<file path="src/rtl/cht_pkg.sv">
// shared types, constants and codes of the chained hash table engine
// no dependencies; every other file of the block imports it
package cht_pkg;

    // default geometry of the table
    localparam int BUCKETS_DEF = 11;
    localparam int WAYS_DEF    = 4;

    // field widths
    localparam int KEY_W   = 64;
    localparam int GRADE_W = 8;
    // sum of eight key bytes fits in 11 bits
    localparam int SUM_W   = 11;

    // configuration port
    localparam int CFG_IDX_W  = 1;
    localparam int CFG_DATA_W = 8;
    localparam logic [CFG_IDX_W-1:0] CFG_MIN_GRADE = 1'b0;
    localparam logic [CFG_IDX_W-1:0] CFG_MAX_GRADE = 1'b1;

    // reset values of the range bounds
    localparam logic [GRADE_W-1:0] MIN_GRADE_RST = 8'd80;
    localparam logic [GRADE_W-1:0] MAX_GRADE_RST = 8'd90;

    typedef enum logic [1:0] {
        ACT_INSERT = 2'd0,
        ACT_REMOVE = 2'd1,
        ACT_LOOKUP = 2'd2,
        ACT_SCAN   = 2'd3
    } action_t;

    typedef enum logic [2:0] {
        RS_INSERTED = 3'd0,
        RS_UPDATED  = 3'd1,
        RS_REMOVED  = 3'd2,
        RS_FOUND    = 3'd3,
        RS_MISSING  = 3'd4,
        RS_FULL     = 3'd5,
        RS_MATCH    = 3'd6,
        RS_NONE     = 3'd7
    } res_status_t;

    typedef enum logic [3:0] {
        S_IDLE,
        S_HASH,
        S_FILL_WAIT,
        S_WALK_RD,
        S_WALK_CMP,
        S_HIT,
        S_MISS,
        S_SHIFT_WR,
        S_SCAN_FILL,
        S_SCAN_FWAIT,
        S_SCAN_RD,
        S_SCAN_CMP,
        S_SCAN_END
    } ctrl_state_t;

    typedef struct packed {
        action_t             action;
        logic [KEY_W-1:0]    student_key;
        logic [GRADE_W-1:0]  grade_value;
    } cmd_word_t;

    typedef struct packed {
        res_status_t         status;
        logic [KEY_W-1:0]    result_key;
        logic [GRADE_W-1:0]  result_grade;
        logic                last_result;
    } res_word_t;

    // one stored entry
    typedef struct packed {
        logic [KEY_W-1:0]    key;
        logic [GRADE_W-1:0]  grade;
    } ent_t;

endpackage

</file>
<file path="src/rtl/cht_bucket_hash.sv">
// three stage bucket hash: byte sum, reciprocal multiply, remainder fix-up
// depends on cht_pkg
module cht_bucket_hash
    import cht_pkg::*;
#(
    parameter int BUCKETS = BUCKETS_DEF,
    parameter int BKT_W   = $clog2(BUCKETS_DEF)
)
(
    input  logic             clk,
    input  logic             rst_n,
    input  logic             start,
    input  logic [KEY_W-1:0] key,
    output logic             done,
    output logic [BKT_W-1:0] bucket
);

    localparam int RECIP_SH = 24;
    localparam int PROD_W   = SUM_W + RECIP_SH;
    localparam logic [RECIP_SH-1:0] RECIP  = RECIP_SH'((64'd1 << RECIP_SH) / BUCKETS);
    localparam logic [SUM_W-1:0]    BKT_C  = SUM_W'(BUCKETS);

    logic [2:0]        vld_reg;
    logic [SUM_W-1:0]  sum1_reg;
    logic [SUM_W-1:0]  sum2_reg;
    logic [SUM_W-1:0]  quo2_reg;
    logic [BKT_W-1:0]  bucket_reg;
    logic [SUM_W-1:0]  sum_next;
    logic [PROD_W-1:0] prod;
    logic [SUM_W-1:0]  rem_raw;
    logic [SUM_W-1:0]  rem_fix;

    // byte sum of the key
    always_comb
    begin
        sum_next = '0;
        for (int b = 0; b < 8; b++)
        begin
            sum_next = sum_next + SUM_W'(key[8*b +: 8]);
        end
    end

    // quotient estimate, low by at most one
    assign prod = PROD_W'(sum1_reg) * PROD_W'(RECIP);

    // remainder with one correction step
    always_comb
    begin
        rem_raw = sum2_reg - SUM_W'(quo2_reg * BKT_C);
        rem_fix = (rem_raw >= BKT_C) ? (rem_raw - BKT_C) : rem_raw;
    end

    // stage valid flags
    always_ff @(posedge clk or negedge rst_n)
    begin
        if (!rst_n)
        begin
            vld_reg <= '0;
        end
        else
        begin
            vld_reg <= {vld_reg[1:0], start};
        end
    end

    // datapath stages
    always_ff @(posedge clk)
    begin
        sum1_reg   <= sum_next;
        sum2_reg   <= sum1_reg;
        quo2_reg   <= SUM_W'(prod >> RECIP_SH);
        bucket_reg <= BKT_W'(rem_fix);
    end

    assign done   = vld_reg[2];
    assign bucket = bucket_reg;

endmodule

</file>
<file path="src/rtl/cht_entry_ram.sv">
// entry store: keys and grades, one write and one registered read a cycle
// depends on cht_pkg
module cht_entry_ram
    import cht_pkg::*;
#(
    parameter int DEPTH  = BUCKETS_DEF * WAYS_DEF,
    parameter int ADDR_W = $clog2(BUCKETS_DEF * WAYS_DEF)
)
(
    input  logic              clk,
    input  logic              rd_en,
    input  logic [ADDR_W-1:0] rd_addr,
    output ent_t              rd_data,
    input  logic              wr_en,
    input  logic [ADDR_W-1:0] wr_addr,
    input  ent_t              wr_data
);

    ent_t mem [DEPTH];
    ent_t rd_data_reg;

    // write port
    always_ff @(posedge clk)
    begin
        if (wr_en)
        begin
            mem[wr_addr] <= wr_data;
        end
    end

    // read port, data held until the next read
    always_ff @(posedge clk)
    begin
        if (rd_en)
        begin
            rd_data_reg <= mem[rd_addr];
        end
    end

    assign rd_data = rd_data_reg;

endmodule

</file>
<file path="src/rtl/cht_fill_store.sv">
// per-bucket fill counts in a small memory, with a valid flag per bucket
// depends on cht_pkg; an unwritten bucket reads as empty
module cht_fill_store
    import cht_pkg::*;
#(
    parameter int BUCKETS = BUCKETS_DEF,
    parameter int BKT_W   = $clog2(BUCKETS_DEF),
    parameter int FILL_W  = $clog2(WAYS_DEF + 1)
)
(
    input  logic              clk,
    input  logic              rst_n,
    input  logic              rd_en,
    input  logic [BKT_W-1:0]  rd_addr,
    output logic [FILL_W-1:0] rd_fill,
    input  logic              wr_en,
    input  logic [BKT_W-1:0]  wr_addr,
    input  logic [FILL_W-1:0] wr_fill
);

    logic [FILL_W-1:0]  mem [BUCKETS];
    logic [BUCKETS-1:0] valid_reg;
    logic [FILL_W-1:0]  rd_mem_reg;
    logic               rd_vld_reg;

    // count memory
    always_ff @(posedge clk)
    begin
        if (wr_en)
        begin
            mem[wr_addr] <= wr_fill;
        end
        if (rd_en)
        begin
            rd_mem_reg <= mem[rd_addr];
        end
    end

    // written flags, cleared by reset
    always_ff @(posedge clk or negedge rst_n)
    begin
        if (!rst_n)
        begin
            valid_reg  <= '0;
            rd_vld_reg <= 1'b0;
        end
        else
        begin
            if (wr_en)
            begin
                valid_reg[wr_addr] <= 1'b1;
            end
            if (rd_en)
            begin
                rd_vld_reg <= valid_reg[rd_addr];
            end
        end
    end

    assign rd_fill = rd_vld_reg ? rd_mem_reg : '0;

endmodule

</file>
<file path="src/rtl/chained_hash_table_engine_core.sv">
// Chained hash table engine, top level: one command word at a time. A key
// goes through the bucket hash, then the bucket's fill count is read, then
// each slot walked costs an entry memory read and a key compare; the result
// word is registered, and the engine waits while the result side stalls. A
// lookup, insert or remove walks slots until it finds its key or reaches the
// fill count (at most WAYS slots); a remove also moves each later entry of
// the bucket up one slot to close the gap. A range scan reads every bucket's
// fill count and every stored entry, one entry at a time over the read port
// of the entry memory.
// Bucket fill counts carry a valid flag per bucket, so the table is empty
// right after reset with no clearing pass. The user must write range bounds
// on the configuration port only while the engine is idle; the block itself
// does not enforce this.
// depends on cht_pkg, cht_bucket_hash, cht_entry_ram, cht_fill_store
module chained_hash_table_engine_core
    import cht_pkg::*;
#(
    parameter int BUCKETS = BUCKETS_DEF,
    parameter int WAYS    = WAYS_DEF
)
(
    input  logic                  clk,
    input  logic                  rst_n,
    input  logic                  cmd_valid,
    output logic                  cmd_ready,
    input  cmd_word_t             cmd,
    output logic                  res_valid,
    input  logic                  res_ready,
    output res_word_t             res,
    input  logic                  cfg_wr_en,
    input  logic [CFG_IDX_W-1:0]  cfg_index,
    input  logic [CFG_DATA_W-1:0] cfg_data
);

    localparam int DEPTH  = BUCKETS * WAYS;
    localparam int ADDR_W = $clog2(DEPTH);
    localparam int BKT_W  = $clog2(BUCKETS);
    localparam int FILL_W = $clog2(WAYS + 1);

    ctrl_state_t         state_reg, state_next;
    cmd_word_t           cmd_reg, cmd_next;
    logic [ADDR_W-1:0]   base_reg, base_next;
    logic [FILL_W-1:0]   fill_reg, fill_next;
    logic [FILL_W-1:0]   slot_reg, slot_next;
    logic [BKT_W-1:0]    bucket_reg, bucket_next;
    logic                pend_valid_reg, pend_valid_next;
    ent_t                pend_reg, pend_next;
    logic                res_valid_reg, res_valid_next;
    res_word_t           res_reg;
    logic [GRADE_W-1:0]  min_grade_reg;
    logic [GRADE_W-1:0]  max_grade_reg;

    logic                can_load;
    logic                res_load;
    res_word_t           res_word;

    logic                hash_start;
    logic                hash_done;
    logic [BKT_W-1:0]    hash_bucket;

    logic                fill_rd_en;
    logic [BKT_W-1:0]    fill_rd_addr;
    logic [FILL_W-1:0]   fill_rd_data;
    logic                fill_wr_en;
    logic [FILL_W-1:0]   fill_wr_data;

    logic                ent_rd_en;
    logic [ADDR_W-1:0]   ent_rd_addr;
    ent_t                ent_rd_data;
    logic                ent_wr_en;
    logic [ADDR_W-1:0]   ent_wr_addr;
    ent_t                ent_wr_data;

    logic [ADDR_W-1:0]   slot_addr;
    logic [ADDR_W-1:0]   fill_addr;
    logic                grade_in_range;
    logic                key_hit;

    // bucket hash pipeline
    cht_bucket_hash #(
        .BUCKETS (BUCKETS),
        .BKT_W   (BKT_W)
    ) u_hash (
        .clk    (clk),
        .rst_n  (rst_n),
        .start  (hash_start),
        .key    (cmd.student_key),
        .done   (hash_done),
        .bucket (hash_bucket)
    );

    // fill counts
    cht_fill_store #(
        .BUCKETS (BUCKETS),
        .BKT_W   (BKT_W),
        .FILL_W  (FILL_W)
    ) u_fill (
        .clk     (clk),
        .rst_n   (rst_n),
        .rd_en   (fill_rd_en),
        .rd_addr (fill_rd_addr),
        .rd_fill (fill_rd_data),
        .wr_en   (fill_wr_en),
        .wr_addr (bucket_reg),
        .wr_fill (fill_wr_data)
    );

    // entries
    cht_entry_ram #(
        .DEPTH  (DEPTH),
        .ADDR_W (ADDR_W)
    ) u_ent (
        .clk     (clk),
        .rd_en   (ent_rd_en),
        .rd_addr (ent_rd_addr),
        .rd_data (ent_rd_data),
        .wr_en   (ent_wr_en),
        .wr_addr (ent_wr_addr),
        .wr_data (ent_wr_data)
    );

    // addressing and compares
    assign slot_addr      = base_reg + ADDR_W'(slot_reg);
    assign fill_addr      = base_reg + ADDR_W'(fill_reg);
    assign key_hit        = (ent_rd_data.key == cmd_reg.student_key);
    assign grade_in_range = (ent_rd_data.grade >= min_grade_reg) &&
                            (ent_rd_data.grade <= max_grade_reg);
    assign can_load       = !res_valid_reg || res_ready;

    // next state and datapath control
    always_comb
    begin
        state_next      = state_reg;
        cmd_next        = cmd_reg;
        base_next       = base_reg;
        fill_next       = fill_reg;
        slot_next       = slot_reg;
        bucket_next     = bucket_reg;
        pend_valid_next = pend_valid_reg;
        pend_next       = pend_reg;
        cmd_ready       = 1'b0;
        hash_start      = 1'b0;
        fill_rd_en      = 1'b0;
        fill_rd_addr    = bucket_reg;
        fill_wr_en      = 1'b0;
        fill_wr_data    = fill_reg;
        ent_rd_en       = 1'b0;
        ent_rd_addr     = slot_addr;
        ent_wr_en       = 1'b0;
        ent_wr_addr     = slot_addr;
        ent_wr_data     = ent_rd_data;
        res_load        = 1'b0;
        res_word.status       = RS_NONE;
        res_word.result_key   = cmd_reg.student_key;
        res_word.result_grade = '0;
        res_word.last_result  = 1'b1;

        unique case (state_reg)
            S_IDLE:
            begin
                cmd_ready = 1'b1;
                if (cmd_valid)
                begin
                    cmd_next = cmd;
                    if (cmd.action == ACT_SCAN)
                    begin
                        bucket_next     = '0;
                        base_next       = '0;
                        pend_valid_next = 1'b0;
                        state_next      = S_SCAN_FILL;
                    end
                    else
                    begin
                        hash_start = 1'b1;
                        state_next = S_HASH;
                    end
                end
            end

            S_HASH:
            begin
                if (hash_done)
                begin
                    fill_rd_en   = 1'b1;
                    fill_rd_addr = hash_bucket;
                    bucket_next  = hash_bucket;
                    base_next    = ADDR_W'(int'(hash_bucket) * WAYS);
                    state_next   = S_FILL_WAIT;
                end
            end

            S_FILL_WAIT:
            begin
                fill_next  = fill_rd_data;
                slot_next  = '0;
                state_next = S_WALK_RD;
            end

            // walk the bucket one slot at a time
            S_WALK_RD:
            begin
                if (slot_reg < fill_reg)
                begin
                    ent_rd_en  = 1'b1;
                    state_next = S_WALK_CMP;
                end
                else
                begin
                    state_next = S_MISS;
                end
            end

            S_WALK_CMP:
            begin
                if (key_hit)
                begin
                    state_next = S_HIT;
                end
                else
                begin
                    slot_next  = slot_reg + FILL_W'(1);
                    state_next = S_WALK_RD;
                end
            end

            // key present at slot_reg; remove loops back here per moved entry
            S_HIT:
            begin
                case (cmd_reg.action)
                    ACT_INSERT:
                    begin
                        if (can_load)
                        begin
                            ent_wr_en         = 1'b1;
                            ent_wr_data.key   = cmd_reg.student_key;
                            ent_wr_data.grade = cmd_reg.grade_value;
                            res_load          = 1'b1;
                            res_word.status   = RS_UPDATED;
                            state_next        = S_IDLE;
                        end
                    end
                    ACT_REMOVE:
                    begin
                        if ((slot_reg + FILL_W'(1)) < fill_reg)
                        begin
                            ent_rd_en   = 1'b1;
                            ent_rd_addr = slot_addr + ADDR_W'(1);
                            state_next  = S_SHIFT_WR;
                        end
                        else if (can_load)
                        begin
                            fill_wr_en      = 1'b1;
                            fill_wr_data    = fill_reg - FILL_W'(1);
                            res_load        = 1'b1;
                            res_word.status = RS_REMOVED;
                            state_next      = S_IDLE;
                        end
                    end
                    default:
                    begin
                        if (can_load)
                        begin
                            res_load              = 1'b1;
                            res_word.status       = RS_FOUND;
                            res_word.result_grade = ent_rd_data.grade;
                            state_next            = S_IDLE;
                        end
                    end
                endcase
            end

            // close the gap: write the next entry one slot up
            S_SHIFT_WR:
            begin
                ent_wr_en  = 1'b1;
                slot_next  = slot_reg + FILL_W'(1);
                state_next = S_HIT;
            end

            // key absent from its bucket
            S_MISS:
            begin
                if (can_load)
                begin
                    res_load   = 1'b1;
                    state_next = S_IDLE;
                    if (cmd_reg.action != ACT_INSERT)
                    begin
                        res_word.status = RS_MISSING;
                    end
                    else if (fill_reg >= FILL_W'(WAYS))
                    begin
                        res_word.status = RS_FULL;
                    end
                    else
                    begin
                        ent_wr_en         = 1'b1;
                        ent_wr_addr       = fill_addr;
                        ent_wr_data.key   = cmd_reg.student_key;
                        ent_wr_data.grade = cmd_reg.grade_value;
                        fill_wr_en        = 1'b1;
                        fill_wr_data      = fill_reg + FILL_W'(1);
                        res_word.status   = RS_INSERTED;
                    end
                end
            end

            // range scan over buckets, then slots
            S_SCAN_FILL:
            begin
                fill_rd_en = 1'b1;
                state_next = S_SCAN_FWAIT;
            end

            S_SCAN_FWAIT:
            begin
                fill_next  = fill_rd_data;
                slot_next  = '0;
                state_next = S_SCAN_RD;
            end

            S_SCAN_RD:
            begin
                if (slot_reg < fill_reg)
                begin
                    ent_rd_en  = 1'b1;
                    state_next = S_SCAN_CMP;
                end
                else if (bucket_reg == BKT_W'(BUCKETS - 1))
                begin
                    state_next = S_SCAN_END;
                end
                else
                begin
                    bucket_next = bucket_reg + BKT_W'(1);
                    base_next   = base_reg + ADDR_W'(WAYS);
                    state_next  = S_SCAN_FILL;
                end
            end

            // one match is held back so the final one can carry the last flag
            S_SCAN_CMP:
            begin
                if (!grade_in_range)
                begin
                    slot_next  = slot_reg + FILL_W'(1);
                    state_next = S_SCAN_RD;
                end
                else if (!pend_valid_reg)
                begin
                    pend_valid_next = 1'b1;
                    pend_next       = ent_rd_data;
                    slot_next       = slot_reg + FILL_W'(1);
                    state_next      = S_SCAN_RD;
                end
                else if (can_load)
                begin
                    res_load              = 1'b1;
                    res_word.status       = RS_MATCH;
                    res_word.result_key   = pend_reg.key;
                    res_word.result_grade = pend_reg.grade;
                    res_word.last_result  = 1'b0;
                    pend_next             = ent_rd_data;
                    slot_next             = slot_reg + FILL_W'(1);
                    state_next            = S_SCAN_RD;
                end
            end

            S_SCAN_END:
            begin
                if (can_load)
                begin
                    res_load   = 1'b1;
                    state_next = S_IDLE;
                    if (pend_valid_reg)
                    begin
                        res_word.status       = RS_MATCH;
                        res_word.result_key   = pend_reg.key;
                        res_word.result_grade = pend_reg.grade;
                    end
                    else
                    begin
                        res_word.status     = RS_NONE;
                        res_word.result_key = '0;
                    end
                end
            end

            default:
            begin
                state_next = S_IDLE;
            end
        endcase
    end

    // result word register
    always_comb
    begin
        if (res_load)
        begin
            res_valid_next = 1'b1;
        end
        else if (res_ready)
        begin
            res_valid_next = 1'b0;
        end
        else
        begin
            res_valid_next = res_valid_reg;
        end
    end

    // control registers
    always_ff @(posedge clk or negedge rst_n)
    begin
        if (!rst_n)
        begin
            state_reg      <= S_IDLE;
            pend_valid_reg <= 1'b0;
            res_valid_reg  <= 1'b0;
            min_grade_reg  <= MIN_GRADE_RST;
            max_grade_reg  <= MAX_GRADE_RST;
        end
        else
        begin
            state_reg      <= state_next;
            pend_valid_reg <= pend_valid_next;
            res_valid_reg  <= res_valid_next;
            if (cfg_wr_en)
            begin
                unique case (cfg_index)
                    CFG_MIN_GRADE: min_grade_reg <= GRADE_W'(cfg_data);
                    CFG_MAX_GRADE: max_grade_reg <= GRADE_W'(cfg_data);
                endcase
            end
        end
    end

    // payload registers
    always_ff @(posedge clk)
    begin
        cmd_reg    <= cmd_next;
        base_reg   <= base_next;
        fill_reg   <= fill_next;
        slot_reg   <= slot_next;
        bucket_reg <= bucket_next;
        pend_reg   <= pend_next;
        if (res_load)
        begin
            res_reg <= res_word;
        end
    end

    assign res_valid = res_valid_reg;
    assign res       = res_reg;

    // a bucket never records more entries than it has slots
    assert property (@(posedge clk) disable iff (!rst_n)
        fill_wr_en |-> (fill_wr_data <= FILL_W'(WAYS)))
        else $error("fill count beyond bucket size");

    // the hash answers only while the engine waits for it
    assert property (@(posedge clk) disable iff (!rst_n)
        hash_done |-> (state_reg == S_HASH))
        else $error("bucket hash result with no command waiting");

    // a compare only follows a read of a slot below the fill count
    assert property (@(posedge clk) disable iff (!rst_n)
        (state_reg == S_WALK_CMP) |-> (slot_reg < fill_reg))
        else $error("key compare beyond bucket fill");

    // the final word of a command returns the engine to idle
    assert property (@(posedge clk) disable iff (!rst_n)
        (res_load && res_word.last_result) |=> (state_reg == S_IDLE))
        else $error("last word issued while command still busy");

endmodule

</file>
<file path="config.mk">
export PLATFORM = sky130hd
export DESIGN_NAME = chained_hash_table_engine_core
export DESIGN_NICKNAME = d
export VERILOG_FILES = /design/src/rtl/cht_pkg.sv /design/src/rtl/cht_bucket_hash.sv /design/src/rtl/cht_entry_ram.sv /design/src/rtl/cht_fill_store.sv /design/src/rtl/chained_hash_table_engine_core.sv
export SDC_FILE = /design/constraint.sdc
export NUM_CORES = 2
export LEC_CHECK = 0
export BUFFER_PORTS_ARGS = -buffer_cell sky130_fd_sc_hd__buf_2
export CORE_MARGIN = 3
export CORE_UTILIZATION = 28
export DETAILED_ROUTE_END_ITERATION = 16
export SETUP_SLACK_MARGIN = 0.2
export SLEW_MARGIN = 15
export SYNTH_ARGS = -nofsm -noshare
export SYNTH_HDL_FRONTEND = slang
export SYNTH_SLANG_ARGS = --single-unit
</file>
<file path="constraint.sdc">
create_clock -name clk -period 9.7 [get_ports clk]
set_input_delay 0.485 -clock clk [delete_from_list [all_inputs] [get_ports clk]]
set_output_delay 0.485 -clock clk [all_outputs]
set_load 0.1 [all_outputs]
</file>
### Word-level counts from Yosys, hierarchy flattened

Memory sizes are Yosys's and may differ from the RTL's. A register that Yosys moved wholly into a read port is not among the register bits.
Cells that the tools add are included.

| storage, ports and cells | value |
|---|---|
| flip-flop bits (word level) | 309 |
| RAM bits | 3,201 |
| input bits | 88 |
| output and inout port bits | 78 |
| logic and storage cells | 218 |
| memories | 2 |

| operators by class | value |
|---|---|
| add/subtract/negate cells | 17 |
| $mul | 2 |
| $lt $le $gt $ge | 9 |
| equal/unequal tests | 25 |
| multiplexer cells | 111 |
| bitwise logic cells | 2 |
| reduce and logical (&&, ||, !) cells | 25 |

Memory list:

| name | words | bits a word | read ports | clocked after memory_dff | write ports | line | RTL |
|---|---|---|---|---|---|---|---|
| u_ent.mem | 44 | 72 | 1 | 1 | 1 | cht_entry_ram.sv:19 | `ent_t mem [DEPTH];` |
| u_fill.mem | 11 | 3 | 1 | 1 | 1 | cht_fill_store.sv:21 | `logic [FILL_W-1:0] mem [BUCKETS];` |

Operator list:

| cell | number |
|---|---|
| 72-bit two-way mux | 7 |
| 76-bit two-way mux | 2 |
| 72-bit case mux with 2 select lines | 1 |
| 64-bit case mux with 2 select lines | 1 |
| 75-bit two-way mux | 1 |
| 74-bit two-way mux | 1 |
| 6-bit two-way mux | 12 |
| 11-bit by 8-bit adder with 11-bit output | 6 |
| 65-bit two-way mux | 1 |
| 64-bit equality test | 1 |
| 4-bit two-way mux | 16 |
| 3-bit two-way mux | 20 |
| 4-bit case mux with 12 select lines | 1 |
| 11-bit by 21-bit multiplier with 32-bit output, second input constant | 1 |
| 1-bit two-way mux | 29 |
| 4-bit equality test, second input constant | 6 |
| 8-bit two-way mux | 3 |
| 3-bit case mux with 4 select lines | 2 |
| 8-bit case mux with 3 select lines | 1 |
| 6-bit case mux with 3 select lines | 1 |
| 4-bit by 3-bit equality test with 1-bit output, second input constant | 4 |
| 6-bit by 3-bit adder with 6-bit output | 2 |
| 2-bit != test, second input constant | 6 |
| 3-bit case mux with 2 select lines | 2 |
| other kinds (44) | 64 |

### Longest topological paths before layout

| logic depth | value |
|---|---|
| depth in word-level cells | 8 |
| mapped depth | 22 |

### Cells and area by module

A second synthesis with hierarchy kept.

| second synthesis, totals | value |
|---|---|
| cells, all modules | 6,818 |
| area total of the unflattened synthesis | 143,543.9 µm² |

By module, submodules not included:

| module | times used | cells each | area each (µm²) | seq. area each (µm²) |
|---|---|---|---|---|
| cht_entry_ram | 1 | 5,279 | 123,422.1 | 97,293.3 |
| chained_hash_table_engine_core | 1 | 819 | 12,009.0 | 7,644.8 |
| cht_bucket_hash | 1 | 602 | 6,140.9 | 755.7 |
| cht_fill_store | 1 | 118 | 1,971.9 | 1,381.3 |

### Worst setup path before layout

OpenSTA, ideal clock, no wires.

| path | value |
|---|---|
| kind | reg-to-reg |
| from | register res_valid_reg, in the netlist res_valid |
| to | memory u_ent.mem[31][0] (netlist bit), enable pin |
| library setup time | 590 ps |
| arrival time | 7,363 ps |
| required time | 9,110 ps |
| slack | 1,746 ps |
| stages on the path, launching flop included | 10 |
| period minus slack after synthesis | 7,954 ps |
| cells stage by stage | dfrtp_1 nor2b_1 clkbuf_1 nor3_1 nand3_1 a21oi_1 xor2_1 nor4_1 nand2b_1 nor3_1 |

| between the ends | value |
|---|---|
| cells in the longest elaborated chain, start to end | 7 |
| elaborated cells on any way between the ends | 10 |
| those cells by class | 8 x mux; 2 x reduce/logical |

RTL lines:

| item | line | RTL |
|---|---|---|
| start: declaration | chained_hash_table_engine_core.sv:48 | `logic res_valid_reg, res_valid_next;` |
| start signal: assignment | chained_hash_table_engine_core.sv:428 | `res_valid_reg <= res_valid_next;` |
| 1-bit logical NOT * | chained_hash_table_engine_core.sv:128 | `assign can_load = !res_valid_reg \|\| res_ready;` |
| 1-bit logical OR * | chained_hash_table_engine_core.sv:128 |  |
| 1-bit two-way mux | chained_hash_table_engine_core.sv:232 | `if (can_load)` |
| 1-bit two-way mux | chained_hash_table_engine_core.sv:229 | `case (cmd_reg.action)` |
| 1-bit case mux with 3 select lines | chained_hash_table_engine_core.sv:158 | `unique case (state_reg)` |
| 1-bit two-way mux | cht_entry_ram.sv:25 | `if (wr_en)` |
| 1-bit two-way mux (implied by the code) | cht_entry_ram.sv:27 | `mem[wr_addr] <= wr_data;` |
| end: declaration | cht_entry_ram.sv:19 |  |

Every way passes the cells marked *; elsewhere a longest branch is shown, timed or not.

### Worst setup path in the final report

| path | value |
|---|---|
| from | register slot_reg[0] |
| to | register u_ent.rd_data[34] (netlist name) |

| between the ends | value |
|---|---|
| cells in the longest elaborated chain, start to end | 5 |
| elaborated cells on any way between the ends | 12 |
| those cells by class | 3 x add/sub; 2 x order compare; 7 x mux |

RTL lines:

| item | line | RTL |
|---|---|---|
| start: declaration | chained_hash_table_engine_core.sv:44 | `logic [FILL_W-1:0] slot_reg, slot_next;` |
| start signal: assignment | chained_hash_table_engine_core.sv:445 | `slot_reg <= slot_next;` |
| 6-bit by 3-bit adder with 6-bit output or 3-bit by 1-bit adder with 3-bit output (tied branches) | chained_hash_table_engine_core.sv:123, chained_hash_table_engine_core.sv:244 |  |
| 6-bit by 1-bit adder with 6-bit output or 3-bit less-than comparator (tied branches) | chained_hash_table_engine_core.sv:247, chained_hash_table_engine_core.sv:244 |  |
| 6-bit two-way mux or 1-bit two-way mux (tied branches) | chained_hash_table_engine_core.sv:244 | `if ((slot_reg + FILL_W'(1)) < fill_reg)` |
| 6-bit two-way mux or 1-bit two-way mux (tied branches) | chained_hash_table_engine_core.sv:229 |  |
| 6-bit two-way mux or 1-bit case mux with 2 select lines (tied branches) | chained_hash_table_engine_core.sv:158 |  |

Parallel ways exist; a longest one is shown, timed or not.
A chain may end at the register's enable or synchronous reset.

==> flow_metrics.env <==
export IMPL_outcome="complete, no violations"
export IMPL_rsz0062_at_grt="false"
export IMPL_fp_dieH_um=722
export IMPL_wl_per_cell_um=28.1
export IMPL_largest_reg_flops=3168
export IMPL_slowest_stage="buf_4"
export IMPL_finalSetupViolations=0
export IMPL_drt_total_wl_mm=445
export IMPL_fin_setup_tns_ps=0
export IMPL_via_per_inst=5.20
export IMPL_slowest_delay_ps=800
export IMPL_path_clk_slew_ps=60
export IMPL_clockBufferDepth=4
export IMPL_p_per_area_nw_per_um2=365
export IMPL_cts_buffers=367
export IMPL_initial_core_util_pct=28.2
export IMPL_combPwrFrac_pct=43.9
export IMPL_grt_overflow=0
export IMPL_antenna_found_initial=34
export IMPL_worstPathRequired_ps=10420
export IMPL_grt_pass1_vias=78200
export IMPL_clk_latency_ps=940
export IMPL_synth_warnings=0
export IMPL_syn_area_um2=144000
export IMPL_p_leak_nw=53.8
export IMPL_crit_path_end_kind="register"
export IMPL_max_slew_margin_rel_pct=18.5
export IMPL_p_sw_share_pct=39.2
export IMPL_cts_hold_buf=82
export IMPL_dr_pass1_iters=5
export IMPL_fmax_mhz=169
export IMPL_synth_edf_count=3512
export IMPL_critPathKind="register to register"
export IMPL_syn_avg_cell_area_um2=17.0
export IMPL_core_um2=510000
export IMPL_htreeDepth=5
export IMPL_async_flop_share_pct=1.03
export IMPL_rows=262
export IMPL_synthesis_nets=8811
export IMPL_ys_seq_area_share_pct=74.5
export IMPL_ys_types=83
export IMPL_ant_nets=0
export IMPL_io_buffers=165
export IMPL_syn_to_final_growth_pct=15.2
export IMPL_power_switching_w=0.0237
export IMPL_hold_violations=0
export IMPL_syn_inst=8462
export IMPL_cap_viol_max_count=0
export IMPL_grt_pass1_wl_mm=617
export IMPL_ys_flop_type="edfxtp_1"
export IMPL_die_w_um=722
export IMPL_routed_via_count=82300
export IMPL_power_internal_w=0.0368
export IMPL_utilization_pct=32.4
export IMPL_cp_arrival_ps=6630
export IMPL_ioPinCount=166
export IMPL_clock_sinks=3583
export IMPL_min_period_ps=5910
export IMPL_tritoncts="yes"
export IMPL_critPathLaunchType="register"
export IMPL_min_path_type="input pin to register"
export IMPL_cp_max_fo=72
export IMPL_cts_root_buf="clkbuf_16"
export IMPL_tightest_slew_ps=1220
export IMPL_synth_ff_latch_count=3583
export IMPL_p_clk_share_pct=23.0
export IMPL_pwr_share_seq_pct=33.2
export IMPL_dpl_hpwl_mm=244
export IMPL_cts_resized=0
export IMPL_nets=9137
export IMPL_die_area_um2=522000
export IMPL_cts_setup_buffers=0
export IMPL_first_iter_violations=11200
export IMPL_place_congestion=0.846
export IMPL_final_max_slew_violation_count=0
export IMPL_drive_gt1_share_pct=15.9
export IMPL_fin_worst_skew_ps=42.3
export IMPL_track_usage_pct=16.5
export IMPL_peakVddDrop_v=0.000775
export IMPL_grt_max_degree=132
export IMPL_drcViolationCount=0
export IMPL_path_cells="ha_1 > xor2_1 > ha_1 > a21oi_2 > o2111ai_4 > xnor2_4 > buf_4 > buf_4 > a21oi_1 > a32o_1 > a22oi_1 > o221ai_1 > nor4_1"
export IMPL_timing_final_crit_share_pct=61.0
[cell families (layout without fill, tap and decap cells)]
| logic type | Yosys count | after routing | share of synthesized area (%) |
|---|---|---|---|
| adders and majority gates | 262 | 262 | 2.81 |
| AOI/OAI and AO/OA | 1399 | 1399 | 6.80 |
| muxes | 699 | 699 | 7.95 |
| other | 0 | 13 | 0 |
| DFF | 3583 | 3583 | 74.5 |
| xor gates and xnor gates | 116 | 116 | 0.730 |
| buffers and inverters | 697 | 1322 | 2.07 |
| and+or+nand+nor | 1706 | 1706 | 5.15 |
[critical path, delay by kind of cell (launching register included)]
kind / cells / cell delay, ps
xor gates and xnor gates: 2 / 1000
DFF: 1 / 580
buffers and inverters: 2 / 1480
AOI/OAI and AO/OA: 6 / 1550
and+or+nand+nor: 1 / 360
adders and majority gates: 2 / 620
[synth_stat cells, types with 10 or more instances]
library cell / n / area (um2)
nand2_1: 1104 / 4140
a22oi_1: 58 / 435
a32o_1: 65 / 651
and3_1: 46 / 288
a21o_1: 21 / 158
dfrtp_1: 31 / 776
o2111ai_1: 10 / 87.6
edfxtp_1: 3512 / 105000
nor2_1: 133 / 499
nor3_1: 37 / 185
mux4_2: 341 / 7680
fa_1: 101 / 2020
a211oi_1: 130 / 976
nor4_1: 56 / 350
buf_2: 202 / 1010
a21oi_1: 477 / 2390
o22ai_1: 46 / 288
xnor2_1: 31 / 272
xor2_1: 82 / 718
or3_1: 17 / 106
and2_1: 11 / 68.8
o21ai_0: 98 / 490
o21a_1: 10 / 75.1
nand2b_1: 18 / 113
a22o_1: 76 / 666
nand4_1: 20 / 125
mux2_2: 124 / 1400
a31oi_1: 25 / 156
buf_4: 20 / 150
dfxtp_1: 34 / 681
inv_1: 214 / 803
o211ai_1: 19 / 143
mux2i_1: 231 / 2310
o221ai_1: 95 / 832
nand3_1: 191 / 956
a32oi_1: 119 / 1040
a221o_1: 28 / 280
a221oi_1: 67 / 587
ha_1: 160 / 2000
clkbuf_1: 222 / 833
or2_2: 15 / 93.8
nor2b_1: 26 / 163
buf_1: 34 / 128
[power by group through the flow]
| stage | Clock (W) | Sequential [W] | Combinational, W |
|---|---|---|---|
| floorplan | 0 | 0.0203 | 0.0183 |
| global placement | 0 | 0.0204 | 0.0262 |
| detailed placement | 0 | 0.0204 | 0.0264 |
| CTS | 0.0141 | 0.0201 | 0.0266 |
| global route | 0.0147 | 0.0201 | 0.0292 |
| finish | 0.0139 | 0.0201 | 0.0265 |
[layout by cell type (no fill, tap or decap), types with 58 or more instances in the layout]
master	count
a211oi_1	130
a21oi_1	475
a221oi_1	67
a22o_1	76
a22oi_1	58
a32o_1	65
a32oi_1	119
buf_2	165
buf_4	170
clkbuf_1	74
clkbuf_16	375
clkinv_1	80
clkinv_2	71
dlygate4sd3_1	82
edfxtp_1	3512
fa_1	101
ha_1	160
inv_1	213
mux2_2	124
mux2i_1	230
mux4_2	341
nand2_1	1104
nand3_1	186
nor2_1	90
o21ai_0	98
o221ai_1	95
xor2_1	82
[path summary, 6_finish.rpt]
| kind | end | startpoint | slack [ps] | cells after the start |
|---|---|---|---|---|
| max in group asynchronous | max_grade_reg[7] | rst_n | 8840 | 2 |
| setup reg to reg | u_ent.rd_data[34] | slot_reg[0] | 3790 | 13 |
| hold reg to reg | u_hash.vld_reg[2] | u_hash.vld_reg[1] | 350 | 0 |
| min in group asynchronous | u_fill.valid_reg[0] | rst_n | 240 | 2 |
| hold / removal | min_grade_reg[4] | cfg_index | 70 | 4 |
| setup / recovery | u_ent.rd_data[34] | slot_reg[0] | 3790 | 13 |
[metrics by stage]
stage / cells / setup slack [ps] / total power [W] / hold WS, ps / instance area (um2)
6_report: 15800 / 3790 / 0.0605 / 69.5 / 166000
2_1_floorplan: 8462 / 1750 / 0.0386 / 189 / 144000
4_1_cts: 15800 / 3890 / 0.0607 / 2.76 / 166000
3_3_place_gp: 15100 / 4020 / 0.0465 / 337 / 153000
3_5_place_dp: 15100 / 3910 / 0.0468 / 350 / 153000
5_1_grt: 15800 / 3470 / 0.0639 / 45.1 / 166000
[cell type report]
cell class              count  area (um2)
clock inverters           216        1960
well taps                6732        8420
flip-flops and latches   3583      107000
fillers                 48700      345000
multi-input cells        4182       34200
inverters                 214         806
clock buffers             452        9700
repair buffers            440        3380
diodes                     13        32.5
[per-layer routing]
layer  global-route usage [%]  routed length, um  vias to the layer above
li1                         -                  -                    34000
met1                     22.6             180000                    43000
met2                     25.4             201000                     4535
met3                     4.29              49800                      749
met4                     5.13              14900                       16
met5                        0                106                        -
No activity file was read; power rests on OpenSTA's default activity.
